### config.mk
export PLATFORM = sky130hd
export DESIGN_NAME = keyboard_port_controller
export DESIGN_NICKNAME = d
export VERILOG_FILES = /design/src/kpc_pkg.sv /design/src/keyboard_port_controller.sv /design/src/kpc_keymap.sv /design/src/kpc_byte_fifo.sv /design/src/kpc_out_buf.sv
export SDC_FILE = /design/constraint.sdc
export NUM_CORES = 1
export LEC_CHECK = 0
export BUFFER_PORTS_ARGS = -buffer_cell sky130_fd_sc_hd__buf_2
export CORE_MARGIN = 3
export CORE_UTILIZATION = 50
export DETAILED_ROUTE_END_ITERATION = 10
export PLACE_DENSITY = 0.66
export SYNTH_ARGS = -nofsm -noshare
export SYNTH_HDL_FRONTEND = slang
export SYNTH_HIERARCHICAL = 1
export SYNTH_SLANG_ARGS = --single-unit
### constraint.sdc
create_clock -name clk_i -period 7.4 [get_ports clk_i]
set_input_delay 0.74 -clock clk_i [delete_from_list [all_inputs] [get_ports clk_i]]
set_output_delay 0.74 -clock clk_i [all_outputs]
set_load 0.005 [all_outputs]
### src/kpc_pkg.sv
// Package for the keyboard port controller: action and register codes, protocol bytes,
// and the structs that pass between the submodules.
// It depends on nothing else.
package kpc_pkg;

  typedef enum logic [2:0] {
    ACT_WRITE    = 3'd0,
    ACT_READ     = 3'd1,
    ACT_TICK     = 3'd2,
    ACT_KEY_DOWN = 3'd3,
    ACT_KEY_UP   = 3'd4
  } action_e;

  typedef enum logic [1:0] {
    REG_DATA    = 2'd0,
    REG_STATUS  = 2'd1,
    REG_INTMASK = 2'd2,
    REG_UNUSED  = 2'd3
  } reg_sel_e;

  localparam logic [7:0] PREFIX_DOWN = 8'hA0;
  localparam logic [7:0] PREFIX_UP   = 8'hB0;
  localparam logic [7:0] KEY_CTRL    = 8'h11;
  localparam logic [7:0] KEY_SHIFT   = 8'h10;

  localparam int unsigned OBUF_DEPTH = 4;
  localparam int unsigned OBUF_PW    = 2;
  localparam int unsigned OBUF_CW    = 3;

  typedef struct packed {
    logic       push_first;
    logic       push_second;
    logic [7:0] first_byte;
    logic [7:0] second_byte;
    logic       pop;
  } fifo_req_t;

  typedef struct packed {
    logic       en;
    logic       val;
    logic [7:0] key;
  } km_wr_t;

  typedef struct packed {
    logic [7:0] read_value;
    logic       irq_level;
  } result_t;

endpackage

### src/keyboard_port_controller.sv
// Top level of the keyboard port controller: input stage, register logic and submodules.
// It depends on kpc_pkg, kpc_keymap, kpc_byte_fifo and kpc_out_buf.
//
// Usage: every transaction on the input channel (in_valid_i, in_stall_o) carries one bus
// access, frame tick or key event, and produces exactly one result transaction on the
// output channel (out_valid_o, out_stall_i) with the register read data and the level of
// the interrupt line after the event. Results leave in the order the events came in.
// A transaction is registered into the update stage with the synchronous reads of the key
// map and the byte queue, then its result is registered into the result queue and offered.
// Throughput is one transaction per cycle while the input channel is not stalled. The key
// map and the byte queue are read at acceptance and written back in the update stage; a
// key map write is forwarded to the following event, and the queue memory is write-first,
// so back-to-back events on the same key or a tick right after a push see fresh data.
// The byte queue has two banks, so both bytes of a key message are stored in the same cycle.
// Reset clears all control state and marks every key as released through per-key valid
// bits, so no clearing pass is needed and events are taken from the first cycle.
// When the receiver stalls, results collect in a four-entry queue; the input channel
// stalls when the results held in that queue plus the transaction in the update stage
// reach the queue depth, so a stall on the output reaches the input only as it fills.
module keyboard_port_controller import kpc_pkg::*; #(
  parameter int unsigned QUEUE_DEPTH = 64,
  parameter int unsigned KEY_CODES   = 256
) (
  input  logic       clk_i,
  input  logic       rst_ni,
  input  logic       in_valid_i,
  output logic       in_stall_o,
  input  logic [2:0] action_i,
  input  logic [1:0] reg_select_i,
  input  logic [7:0] write_value_i,
  input  logic [7:0] key_index_i,
  input  logic [7:0] scan_code_i,
  output logic       out_valid_o,
  input  logic       out_stall_i,
  output logic [7:0] read_value_o,
  output logic       irq_level_o
);

  // Update stage registers: the accepted transaction, aligned with the memory read data.
  logic       s1_valid_q;
  logic [2:0] s1_action_q;
  logic [1:0] s1_sel_q;
  logic [7:0] s1_wval_q;
  logic [7:0] s1_key_q;
  logic [7:0] s1_scan_q;

  // Architectural registers of the port.
  logic [7:0] data_byte_q, data_byte_d;
  logic       data_ready_q, data_ready_d;
  logic       int_pending_q, int_pending_d;
  logic       int_enable_q, int_enable_d;
  // Shadow copies of the CTRL and SHIFT entries of the key map, used for the prefix byte.
  logic       ctrl_q, ctrl_d;
  logic       shift_q, shift_d;

  logic               in_accept;
  logic               key_ok;
  logic               pressed;
  logic               ctrl_held, shift_held;
  logic               data_read;
  logic [7:0]         rd_val;
  logic               fifo_not_empty;
  logic [7:0]         fifo_head;
  fifo_req_t          fifo_req;
  km_wr_t             km_wr;
  result_t            result;
  result_t            out_data;
  logic [OBUF_CW-1:0] obuf_count;
  logic [OBUF_CW:0]   obuf_load;

  // The result queue must be able to hold everything in flight plus one more transaction.
  assign obuf_load  = {1'b0, obuf_count} + (OBUF_CW+1)'(s1_valid_q);
  assign in_stall_o = (obuf_load >= (OBUF_CW+1)'(OBUF_DEPTH));
  assign in_accept  = in_valid_i && !in_stall_o;

  always_ff @(posedge clk_i) begin
    if (in_accept) begin
      s1_action_q <= action_i;
      s1_sel_q    <= reg_select_i;
      s1_wval_q   <= write_value_i;
      s1_key_q    <= key_index_i;
      s1_scan_q   <= scan_code_i;
    end
  end

  always_ff @(posedge clk_i or negedge rst_ni) begin
    if (!rst_ni) begin
      s1_valid_q    <= 1'b0;
      data_byte_q   <= '0;
      data_ready_q  <= 1'b0;
      int_pending_q <= 1'b0;
      int_enable_q  <= 1'b0;
      ctrl_q        <= 1'b0;
      shift_q       <= 1'b0;
    end else begin
      s1_valid_q    <= in_accept;
      data_byte_q   <= data_byte_d;
      data_ready_q  <= data_ready_d;
      int_pending_q <= int_pending_d;
      int_enable_q  <= int_enable_d;
      ctrl_q        <= ctrl_d;
      shift_q       <= shift_d;
    end
  end

  kpc_keymap #(
    .KEY_CODES(KEY_CODES)
  ) u_keymap (
    .clk_i    (clk_i),
    .rst_ni   (rst_ni),
    .rd_key_i (key_index_i),
    .wr_i     (km_wr),
    .pressed_o(pressed)
  );

  kpc_byte_fifo #(
    .QUEUE_DEPTH(QUEUE_DEPTH)
  ) u_byte_fifo (
    .clk_i      (clk_i),
    .rst_ni     (rst_ni),
    .req_i      (fifo_req),
    .not_empty_o(fifo_not_empty),
    .head_o     (fifo_head)
  );

  // Key codes at or above the map size are ignored entirely.
  assign key_ok     = ({1'b0, s1_key_q} < 9'(KEY_CODES));
  // A key-down of CTRL or SHIFT itself already counts as held for its own prefix.
  assign ctrl_held  = ctrl_q || (s1_key_q == KEY_CTRL);
  assign shift_held = shift_q || (s1_key_q == KEY_SHIFT);
  assign data_read  = s1_valid_q && (action_e'(s1_action_q) == ACT_READ)
                      && (reg_sel_e'(s1_sel_q) == REG_DATA);

  always_comb begin
    data_byte_d   = data_byte_q;
    data_ready_d  = data_ready_q;
    int_pending_d = int_pending_q;
    int_enable_d  = int_enable_q;
    ctrl_d        = ctrl_q;
    shift_d       = shift_q;
    rd_val        = '0;
    fifo_req      = '0;
    km_wr.en      = 1'b0;
    km_wr.val     = 1'b0;
    km_wr.key     = s1_key_q;
    if (s1_valid_q) begin
      case (action_e'(s1_action_q))
        ACT_WRITE: begin
          // Writes to the data, status and unused registers have no effect; only the mask register is writable.
          if (reg_sel_e'(s1_sel_q) == REG_INTMASK) begin
            int_enable_d = s1_wval_q[0];
          end
        end
        ACT_READ: begin
          case (reg_sel_e'(s1_sel_q))
            REG_DATA: begin
              // Reading data acknowledges it, even when nothing was ready.
              rd_val        = data_byte_q;
              data_ready_d  = 1'b0;
              int_pending_d = 1'b0;
            end
            REG_STATUS:  rd_val = {7'd0, data_ready_q};
            REG_INTMASK: rd_val = {7'd0, int_pending_q};
            default:     rd_val = '0;
          endcase
        end
        ACT_TICK: begin
          if (!data_ready_q && fifo_not_empty) begin
            data_ready_d  = 1'b1;
            data_byte_d   = fifo_head;
            fifo_req.pop  = 1'b1;
          end
          if (data_ready_d && int_enable_q && !int_pending_q) begin
            int_pending_d = 1'b1;
          end
        end
        ACT_KEY_DOWN: begin
          if (key_ok && !pressed) begin
            km_wr.en  = 1'b1;
            km_wr.val = 1'b1;
            if (s1_key_q == KEY_CTRL) begin
              ctrl_d = 1'b1;
            end
            if (s1_key_q == KEY_SHIFT) begin
              shift_d = 1'b1;
            end
            // An untranslated key updates the map but sends no message.
            if (s1_scan_q != '0) begin
              fifo_req.push_first  = 1'b1;
              fifo_req.push_second = 1'b1;
              fifo_req.first_byte  = PREFIX_DOWN | {4'd0, ctrl_held, shift_held, 2'd0};
              fifo_req.second_byte = s1_scan_q;
            end
          end
        end
        ACT_KEY_UP: begin
          if (key_ok && pressed) begin
            km_wr.en  = 1'b1;
            km_wr.val = 1'b0;
            if (s1_key_q == KEY_CTRL) begin
              ctrl_d = 1'b0;
            end
            if (s1_key_q == KEY_SHIFT) begin
              shift_d = 1'b0;
            end
            if (s1_scan_q != '0) begin
              fifo_req.push_first  = 1'b1;
              fifo_req.push_second = 1'b1;
              fifo_req.first_byte  = PREFIX_UP;
              fifo_req.second_byte = s1_scan_q;
            end
          end
        end
        default: begin
          rd_val = '0;
        end
      endcase
    end
  end

  assign result.read_value = rd_val;
  assign result.irq_level  = int_pending_d;

  kpc_out_buf u_out_buf (
    .clk_i      (clk_i),
    .rst_ni     (rst_ni),
    .push_i     (s1_valid_q),
    .data_i     (result),
    .count_o    (obuf_count),
    .out_valid_o(out_valid_o),
    .out_stall_i(out_stall_i),
    .data_o     (out_data)
  );

  assign read_value_o = out_data.read_value;
  assign irq_level_o  = out_data.irq_level;

  a_irq_needs_data: assert property (@(posedge clk_i) disable iff (!rst_ni)
    $rose(int_pending_q) |-> data_ready_q)
    else $error("interrupt raised without a ready byte");

  a_ready_cleared_by_read: assert property (@(posedge clk_i) disable iff (!rst_ni)
    $fell(data_ready_q) |-> $past(data_read))
    else $error("data ready dropped without a data read");

endmodule

### src/kpc_keymap.sv
// Pressed-key map: a one-bit synchronous memory with per-entry valid bits and write forwarding.
// It depends on kpc_pkg.
module kpc_keymap import kpc_pkg::*; #(
  parameter int unsigned KEY_CODES = 256
) (
  input  logic       clk_i,
  input  logic       rst_ni,
  input  logic [7:0] rd_key_i,
  input  km_wr_t     wr_i,
  output logic       pressed_o
);

  localparam int unsigned KW = $clog2(KEY_CODES);

  logic                 mem_q [KEY_CODES];
  logic [KEY_CODES-1:0] valid_q;
  logic                 rdata_q;
  logic [KW-1:0]        addr_q;
  logic                 last_we_q;
  logic                 last_val_q;
  logic [KW-1:0]        last_addr_q;
  logic [KW-1:0]        rd_addr;
  logic [KW-1:0]        wr_addr;

  assign rd_addr = rd_key_i[KW-1:0];
  assign wr_addr = wr_i.key[KW-1:0];

  always_ff @(posedge clk_i) begin
    if (wr_i.en) begin
      mem_q[wr_addr] <= wr_i.val;
    end
    rdata_q     <= mem_q[rd_addr];
    addr_q      <= rd_addr;
    last_val_q  <= wr_i.val;
    last_addr_q <= wr_addr;
  end

  always_ff @(posedge clk_i or negedge rst_ni) begin
    if (!rst_ni) begin
      valid_q   <= '0;
      last_we_q <= 1'b0;
    end else begin
      last_we_q <= wr_i.en;
      if (wr_i.en) begin
        valid_q[wr_addr] <= 1'b1;
      end
    end
  end

  // A write at the same edge as the read is not seen by the memory, so it is forwarded.
  assign pressed_o = (last_we_q && (last_addr_q == addr_q)) ? last_val_q
                                                            : (valid_q[addr_q] && rdata_q);

endmodule

### src/kpc_byte_fifo.sv
// Byte FIFO in two synchronous memory banks, so that a prefix and scan code pair can be
// written in the same cycle. It depends on kpc_pkg.
module kpc_byte_fifo import kpc_pkg::*; #(
  parameter int unsigned QUEUE_DEPTH = 64
) (
  input  logic      clk_i,
  input  logic      rst_ni,
  input  fifo_req_t req_i,
  output logic      not_empty_o,
  output logic [7:0] head_o
);

  localparam int unsigned HALF  = (QUEUE_DEPTH + 1) / 2;
  localparam int unsigned ROWS  = (HALF < 2) ? 2 : 2 ** $clog2(HALF);
  localparam int unsigned SLOTS = 2 * ROWS;
  localparam int unsigned PW    = $clog2(SLOTS);
  localparam int unsigned RW    = PW - 1;
  localparam int unsigned CW    = $clog2(QUEUE_DEPTH + 1);

  logic [PW-1:0] rd_ptr_q, rd_ptr_d;
  logic [PW-1:0] wr_ptr_q, wr_ptr_d, wr_ptr_nx;
  logic [CW-1:0] count_q, count_d;
  logic [CW:0]   count_plus;
  logic          push_first, push_second;
  logic [RW-1:0] rd_row;
  logic          bank_we [2];
  logic [RW-1:0] bank_wa [2];
  logic [7:0]    bank_wd [2];
  logic [7:0]    rdata_q [2];

  assign count_plus  = {1'b0, count_q} + (CW+1)'(1);
  assign push_first  = req_i.push_first && (count_q < CW'(QUEUE_DEPTH));
  assign push_second = req_i.push_second && (count_plus < (CW+1)'(QUEUE_DEPTH));
  assign wr_ptr_nx   = wr_ptr_q + PW'(1);
  assign wr_ptr_d    = wr_ptr_q + PW'(push_first) + PW'(push_second);
  assign rd_ptr_d    = rd_ptr_q + PW'(req_i.pop);
  assign count_d     = count_q + CW'(push_first) + CW'(push_second) - CW'(req_i.pop);
  assign rd_row      = rd_ptr_d[PW-1:1];

  for (genvar b = 0; b < 2; b++) begin : g_bank
    logic [7:0] mem [ROWS];
    logic       first_here;

    assign first_here = (wr_ptr_q[0] == 1'(b));
    assign bank_we[b] = (push_first && first_here) || (push_second && !first_here);
    assign bank_wd[b] = (push_first && first_here) ? req_i.first_byte : req_i.second_byte;
    assign bank_wa[b] = first_here ? wr_ptr_q[PW-1:1] : wr_ptr_nx[PW-1:1];

    // Write-first read, so a byte pushed into an empty queue is seen at the head at once.
    always_ff @(posedge clk_i) begin
      if (bank_we[b]) begin
        mem[bank_wa[b]] <= bank_wd[b];
      end
      if (bank_we[b] && (bank_wa[b] == rd_row)) begin
        rdata_q[b] <= bank_wd[b];
      end else begin
        rdata_q[b] <= mem[rd_row];
      end
    end
  end

  always_ff @(posedge clk_i or negedge rst_ni) begin
    if (!rst_ni) begin
      rd_ptr_q <= '0;
      wr_ptr_q <= '0;
      count_q  <= '0;
    end else begin
      rd_ptr_q <= rd_ptr_d;
      wr_ptr_q <= wr_ptr_d;
      count_q  <= count_d;
    end
  end

  assign not_empty_o = (count_q != '0);
  assign head_o      = rdata_q[rd_ptr_q[0]];

  a_count_bound: assert property (@(posedge clk_i) disable iff (!rst_ni)
    count_q <= CW'(QUEUE_DEPTH))
    else $error("byte queue count above its depth");

  a_ptr_count: assert property (@(posedge clk_i) disable iff (!rst_ni)
    (wr_ptr_q - rd_ptr_q) == PW'(count_q))
    else $error("byte queue pointers disagree with count");

  a_no_underflow: assert property (@(posedge clk_i) disable iff (!rst_ni)
    req_i.pop |-> (count_q != '0))
    else $error("pop from an empty byte queue");

endmodule

### src/kpc_out_buf.sv
// Result queue of a few entries that decouples the output channel from the update stage.
// It depends on kpc_pkg.
module kpc_out_buf import kpc_pkg::*; (
  input  logic               clk_i,
  input  logic               rst_ni,
  input  logic               push_i,
  input  result_t            data_i,
  output logic [OBUF_CW-1:0] count_o,
  output logic               out_valid_o,
  input  logic               out_stall_i,
  output result_t            data_o
);

  result_t              entry_q [OBUF_DEPTH];
  logic [OBUF_PW-1:0]   rd_ptr_q, wr_ptr_q;
  logic [OBUF_CW-1:0]   count_q;
  logic                 pop;

  assign pop = (count_q != '0) && !out_stall_i;

  always_ff @(posedge clk_i) begin
    if (push_i) begin
      entry_q[wr_ptr_q] <= data_i;
    end
  end

  always_ff @(posedge clk_i or negedge rst_ni) begin
    if (!rst_ni) begin
      rd_ptr_q <= '0;
      wr_ptr_q <= '0;
      count_q  <= '0;
    end else begin
      rd_ptr_q <= rd_ptr_q + OBUF_PW'(pop);
      wr_ptr_q <= wr_ptr_q + OBUF_PW'(push_i);
      count_q  <= count_q + OBUF_CW'(push_i) - OBUF_CW'(pop);
    end
  end

  assign count_o     = count_q;
  assign out_valid_o = (count_q != '0);
  assign data_o      = entry_q[rd_ptr_q];

  a_no_overflow: assert property (@(posedge clk_i) disable iff (!rst_ni)
    (push_i && !pop) |-> (count_q < OBUF_CW'(OBUF_DEPTH)))
    else $error("result queue overflow");

endmodule
### Yosys cells after proc, flatten, opt, wreduce, memory -nomap -nowiden

Memory sizes are Yosys's and may differ from the RTL's. A register that Yosys moved wholly into a read port is not among the register bits.
Cells that the tools add are included.

* memories kept: 5
* memory bits (writable): 820
* input bits: 33
* register bits after elaboration: 328

Memory list
* u_byte_fifo.g_bank[0].mem: words 32, bits a word 8, rd ports 1, clocked after Yosys merged registers in 0, wr ports 1, line kpc_byte_fifo.sv:41 `logic [7:0] mem [ROWS];`
* u_byte_fifo.g_bank[1].mem: words 32, bits a word 8, rd ports 1, clocked after Yosys merged registers in 0, wr ports 1, line kpc_byte_fifo.sv:41
* u_keymap.mem_q: words 256, bits a word 1, rd ports 1, clocked after Yosys merged registers in 1, wr ports 1, line kpc_keymap.sv:15 `logic mem_q [KEY_CODES];`
* u_out_buf.entry_q: words 4, bits a word 9, rd ports 1, clocked after Yosys merged registers in 0, wr ports 1, line kpc_out_buf.sv:14 `result_t entry_q [OBUF_DEPTH];`
* u_byte_fifo.rdata_q: words 2, bits a word 8, rd ports 1, clocked after Yosys merged registers in 1, wr ports 2, line kpc_byte_fifo.sv:29 `logic [7:0] rdata_q [2];`

* reductions and logical operators: 38
* $add $sub $neg: 13
* bitwise logic cells: 4
* mux-type cells: 59
* order comparisons: 6
* equality and inequality tests: 18

Operator list (number)
* bitwise OR 256 bit: 1
* two-way mux 18 bit: 4
* two-way mux 8 bit: 6
* case mux 18 bit (2 select lines): 1
* two-way mux 1 bit: 34
* case mux 8 bit (3 select lines): 1
* two-way mux 19 bit: 1
* adder 6 x 1 -> 6 bit: 3
* less-than comparator 8 x 9 -> 1 bit, second input constant: 2
* equality test 8 x 5 -> 1 bit, second input constant: 2
* logical AND 1 bit: 16
* adder 7 x 1 -> 7 bit: 2
* != test 2 bit, second input constant: 6
* AND reduction 6 bit: 2
* equality test 5 bit: 2
* two-way mux 5 bit: 2
* AND reduction 3 bit: 3
* adder 7 x 1 -> 8 bit, second input constant: 1
* binary-select mux 1 bit (select 8 bit): 1
* demux 1 bit (select 8 bit): 1
* equality test 8 bit: 1
* greater-or-equal comparator 8 x 1 -> 1 bit, second input constant: 1
* less-than comparator 8 x 7 -> 1 bit, second input constant: 1
* case mux 1 bit (2 select lines): 4
* 26 further kinds: 40

### Longest topological paths before layout

* depth in word-level cells: 14
* gate-level depth with buffers: 25
* mapped depth without buffers: 20

### By module

The synthesis kept the hierarchy.

By module, submodules not included
* kpc_byte_fifo: area each 22116.2 µm², times used 1, seq. area each 16170.5 µm², cells an instance 1132
* kpc_keymap: area each 21755.9 µm², times used 1, seq. area each 14478.9 µm², cells an instance 1481
* kpc_out_buf: area each 1684.1 µm², times used 1, seq. area each 1256.2 µm², cells an instance 81
* keyboard_port_controller: area each 1541.5 µm², times used 1, seq. area each 1011.0 µm², cells an instance 112

### Worst setup path after synthesis

OpenSTA, ideal clock, no wires.

* path kind: register to register
* start: register u_keymap.addr_q[0]
* end: memory u_byte_fifo.rdata_q[0][2]
* clock period less this slack: 6.709 ns
* path buffers: 1
* data arrival time: 6.650 ns
* data required time: 7.341 ns
* path slack: 0.691 ns
* cell stages (with the launch flop): 14
* path through: dfxtp_1 -> buf_2 -> mux4_2 -> a22o_1 -> nor4b_2 -> nor4_1 -> and4_4 -> a211o_1 -> and3b_1 -> and2_1 -> nand2_1 -> nor2_1 -> mux2_2 -> mux2_2

RTL lines
* start: declaration: line kpc_keymap.sv:18 `logic [KW-1:0] addr_q;`
* start signal: assignment: line kpc_keymap.sv:33 `addr_q <= rd_addr;`
* end: declaration: line kpc_byte_fifo.sv:29

### Worst setup path after layout

* start: register u_keymap.addr_q[0]
* end: memory u_byte_fifo.g_bank[0].mem[24][3] (enable)

* longest elaborated chain between the ends: 12
* elaborated cells between the ends (all ways): 17
* those cells by class: eq/ne (1); mux (9); reduce/logical (7)

RTL lines
* binary-select mux 1 bit (select 8 bit): line kpc_keymap.sv:52 `: (valid_q[addr_q] && rdata_q);`
* two-way mux 1 bit (implied by the code): line kpc_keymap.sv:52
* logical AND 1 bit: line kpc_keymap.sv:52
* two-way mux 1 bit (*): line kpc_keymap.sv:51 `assign pressed_o = (last_we_q && (last_addr_q == addr_q)) ? last_val_q`
* named net pressed: line keyboard_port_controller.sv:58 `logic pressed;`
* two-way mux 18 bit (on tied branches): line keyboard_port_controller.sv:197, keyboard_port_controller.sv:178
* case mux 18 bit (2 select lines) (*): line keyboard_port_controller.sv:147 `case (action_e'(s1_action_q))`
* two-way mux 19 bit (*): line keyboard_port_controller.sv:146 `if (s1_valid_q) begin`
* logical AND 1 bit (on tied branches): line kpc_byte_fifo.sv:32, kpc_byte_fifo.sv:33
* logical AND 1 bit: line kpc_byte_fifo.sv:45 `assign bank_we[b] = (push_first && first_here) || (push_second && !first_here);`
* logical OR 1 bit (*): line kpc_byte_fifo.sv:45
* two-way mux 1 bit (*): line kpc_byte_fifo.sv:51 `if (bank_we[b]) begin`
* two-way mux 1 bit (implied by the code) (*): line kpc_byte_fifo.sv:52 `mem[bank_wa[b]] <= bank_wd[b];`
* end: declaration: line kpc_byte_fifo.sv:41

The timed path passes the listed nets; every way through them passes the cells marked *. The select of a mux whose other input is x is not followed.

==> results list <==
- From left edge to right edge, the die measures 313 µm.
- In this run, synthesis inferred 826 flip-flops with an integrated enable.
- Post-place instance area: 0.0489 mm²
- Total number of nets in the final design: 2,969
- The first routing iteration left 2,392 violations.
- Setup total negative slack: 0 ns
- The first detailed-routing pass ran for 6 iterations.
* Kind of end point of the critical path: flop
- Sequential cells were found to cover 69.9% of the synthesized design area.
- After layout, the worst path uses 89.3% of the clock period.
- The tightest min-delay check is of the input port to asynchronous set/reset pin type.
- Most common cell in the synthesized netlist: sky130_fd_sc_hd__edfxtp_1
* Aggregate global-route resource usage: 22.8%
- For the pin with the worst max-slew slack, the measured transition is 1.23 ns.
* Bufs on Longest Clock Path: 3
* Number of hold-slack violations in the final timing report: 1
* H-tree Lvls: 3
- The initial antenna violation count was 3.
- Synthesis produced 2,806 cells.
- Hold repair after CTS inserted 0 buffers.
- Gates resized, CTS repair: 0
* Final Instance Area: 0.0525 mm²
* Unrepaired setup endpoints after global routing: false
- The worst setup path is launched from a flop.
* Routed Wire Length: 110,000 µm
- The congestion estimate from routability-driven global placement came to 0.844.
- Counting tap cells, the placed design contains a total of 4,041 instances.
- Yosys reg bits: 1,157
- Source-to-sink clock delay at the later pin of the worst-skew pair: 0.70 ns
- Measured along the y axis, the die boundary spans 313 µm.
- Outcome: finished with violations
- Entering global routing, the biggest net connects 165 pins.
- Average cell area after synthesis: 16.8 µm²
- Failing checks: negative hold slack
* Asr flop ratio synth: 25.7%
- TritonCTS built the clock tree.
- After synthesis, the largest area contributor takes up 52.7% of total cell area.
- In this run, CTS created clock tree buffers numbering 112.
- The share of total power dissipated in combinational logic is 12.6%.
* Port Buffers: 36
* Required time of the critical path: 7.71 ns
* Relative max-transition margin: 18.0%
- YS warnings: 6
* Total via count in the routed design: 25,200
- Internal portion of total power: 11.2 mW
* Vias in the first global route: 26,500
- In this run the clock root is driven by a sky130_fd_sc_hd__clkbuf_16.
* Count of final setup violators: 0
* Synth-to-layout area growth: 11.6%
- Final standard cell count with taps included and fillers excluded: 4,254
- The die covers 0.0979 mm².
- On the final layout, the worst hold slack is -0.00188 ns.
- The most used flip-flop cell after synthesis is sky130_fd_sc_hd__edfxtp_1.
- In the routed design, unresolved DRC markers number 0.
* Clock Power Share: 37.5%
- Net Sw Power: 3.66 mW
- Along the worst path, the maximum fanout reaches 24.
* Type of the worst setup path: flop to flop
- Of all cell types, the one taking the most synthesized area is sky130_fd_sc_hd__edfxtp_1.
- For this configuration, the core starts out at a cell density of 50.9%.
- Worst-case vdd ir drop: 209 µV
- Dividing the detail-routed wire length by the instance count gives 26.0 µm.
- Of the total power, the share spent switching nets is 24.6%.
- The first global-routing pass estimated 168,000 µm of wire.
- Post-CTS setup buffer count: 0
- The count of final max-slew check failures was 0.
* I/O pin total: 44
* CTS clk-pin slew, worst paths: 0.06 ns
- Sequential cells account for 49.9% of the total power.
- P_leak: 19.6 nW
* Setup clock skew after layout: 0.0238 ns
* Yosys cell types: 87
- Ranked by total cell area, the synthesized netlist is headed by sky130_fd_sc_hd__edfxtp_1, sky130_fd_sc_hd__dfrtp_1, sky130_fd_sc_hd__mux4_2, sky130_fd_sc_hd__or2_2, sky130_fd_sc_hd__nor2_1.
- Maximum clock frequency: 151 MHz
* Clock sink count: 1,157
- Placeable core area: 0.0925 mm²
- The floorplan has 111 rows.
* Area of the mapped netlist: 0.0471 mm²
* HPWL Detailed: 68,500 µm
- At the worst endpoint, the arrival time is 6.92 ns.
- Post-layout min period: 6.61 ns
- After global routing the overflow that remains totals 0.
- Of the cells placed in the final design, the portion with a size suffix greater than 1 is 29.5%.
- Max-cap check violation count: 0
- Power spread over the standard cell area amounts to 283 mW/mm².
* Average via count per standard cell: 5.93
- Most numerous cell types in the synthesized netlist: sky130_fd_sc_hd__edfxtp_1, sky130_fd_sc_hd__nor2_1, sky130_fd_sc_hd__dfrtp_1
- Antenna Nets Post-Route: 0
==> metal layers <==
layer  GRT usage (%)  vias up  wire [µm]
li1                -    10900          -
met1            31.1    13200      45400
met2            37.8      875      54800
met3            3.81      214       6650
met4            7.41        0       3710
met5               0        -          0
==> flip-flops by register name (all words and copies together) (netlist names), 16 cells and up <==
name	cells
u_byte_fifo/rdata_q	16
u_out_buf/entry_q	36
u_byte_fifo/g_bank.mem	512
u_keymap/mem_q	256
u_keymap/valid_q	256
==> kinds of logic after synthesis <==
kind of cell	share of synthesized area, %
xor gates and xnor gates	0.874
buffers and inverters	1.72
and+or+nand+nor	9.18
DFF	69.9
muxes	14.4
adders and majority gates	0.701
AOI/OAI and AO/OA	3.26
other	0.00796
==> metrics by stage <==
step / util (%) / power (mW) / setup WS, ns
global placement: 52.9 / 9.39 / 1.03
finish: 56.8 / 14.9 / 0.792
detailed placement: 52.9 / 9.45 / 0.918
CTS: 56.8 / 15.0 / 0.896
floorplan: - / 8.87 / 0.691
global route: 56.8 / 15.4 / 0.480
==> power by group through the flow <==
stage | logic, mW | registers, mW | clock network (mW)
floorplan | 1.43 | 7.43 | 0
global placement | 1.84 | 7.55 | 0
detailed placement | 1.89 | 7.56 | 0
CTS | 1.90 | 7.43 | 5.69
global route | 2.02 | 7.46 | 5.95
finish | 1.87 | 7.43 | 5.58
==> placed cells by master (no fill, tap or decap), types with 9 or more instances in the layout <==
master and n:
sky130_fd_sc_hd__mux2i_1 34, sky130_fd_sc_hd__xor2_1 14, sky130_fd_sc_hd__edfxtp_1 826, sky130_fd_sc_hd__buf_2 33, sky130_fd_sc_hd__clkinv_1 14, sky130_fd_sc_hd__clkbuf_16 113, sky130_fd_sc_hd__and2_1 18, sky130_fd_sc_hd__a22oi_1 46
sky130_fd_sc_hd__inv_1 27, sky130_fd_sc_hd__clkbuf_1 27, sky130_fd_sc_hd__a221oi_1 9, sky130_fd_sc_hd__ha_1 19, sky130_fd_sc_hd__clkinv_2 25, sky130_fd_sc_hd__nor2_1 354, sky130_fd_sc_hd__mux4_2 255, sky130_fd_sc_hd__dfrtp_1 297
sky130_fd_sc_hd__xnor2_1 26, sky130_fd_sc_hd__a21oi_1 36, sky130_fd_sc_hd__nand3_1 34, sky130_fd_sc_hd__nor2b_1 19, sky130_fd_sc_hd__or2_2 260, sky130_fd_sc_hd__nand2_1 82, sky130_fd_sc_hd__o21ai_0 42, sky130_fd_sc_hd__mux2_2 50
sky130_fd_sc_hd__a31oi_1 20, sky130_fd_sc_hd__buf_4 86, sky130_fd_sc_hd__nand2b_1 10, sky130_fd_sc_hd__dfxtp_1 32, sky130_fd_sc_hd__o2111a_1 16, sky130_fd_sc_hd__nand3b_1 9
==> critical path, stage by stage, from the launching register on <==
cell and delay [ns]:
sky130_fd_sc_hd__dfxtp_4 0.76, sky130_fd_sc_hd__buf_4 0.49, sky130_fd_sc_hd__mux4_2 0.54, sky130_fd_sc_hd__o21ai_0 0.21, sky130_fd_sc_hd__a211oi_1 0.07, sky130_fd_sc_hd__nor4_1 0.43
sky130_fd_sc_hd__nor4bb_1 0.13, sky130_fd_sc_hd__a211o_1 0.37, sky130_fd_sc_hd__and3b_1 0.27, sky130_fd_sc_hd__a32o_2 0.34, sky130_fd_sc_hd__and2_1 0.35, sky130_fd_sc_hd__nand2_1 0.11
sky130_fd_sc_hd__o31a_1 0.29, sky130_fd_sc_hd__o22ai_1 0.44, sky130_fd_sc_hd__nand3_1 0.60, sky130_fd_sc_hd__nor2_1 0.81
==> layout make-up <==
type,count,area [µm²]
repair buffers,125,926
well taps,1243,1560
clock inverters,65,592
flip-flops and latches,1157,32900
multi-input cells,1489,13400
inverters,27,101
fillers,7183,40000
diodes,3,7.51
clock buffers,145,3000
==> path summary, 6_finish.rpt <==
path / start / to / slack, ns / depth (start not counted)
max: u_keymap/addr_q[0]$_DFF_P_ / u_byte_fifo/g_bank[0].mem[24][3]$_DFFE_PP_ / 0.79 / 15
min: rst_ni / u_keymap/valid_q[152]$_DFFE_PN0P_ / -0.002 / 1
max reg2reg: u_keymap/addr_q[0]$_DFF_P_ / u_byte_fifo/g_bank[0].mem[24][3]$_DFFE_PP_ / 0.79 / 15
min reg2reg: u_keymap/valid_q[106]$_DFFE_PN0P_ / u_keymap/valid_q[106]$_DFFE_PN0P_ / 0.46 / 1
max in group asynchronous: rst_ni / u_keymap/valid_q[12]$_DFFE_PN0P_ / 5.96 / 2
min in group clk_i: scan_code_i[5] / s1_scan_q[5]$_DFFE_PP_ / 0.22 / 1
No activity file was read; power rests on OpenSTA's default activity.
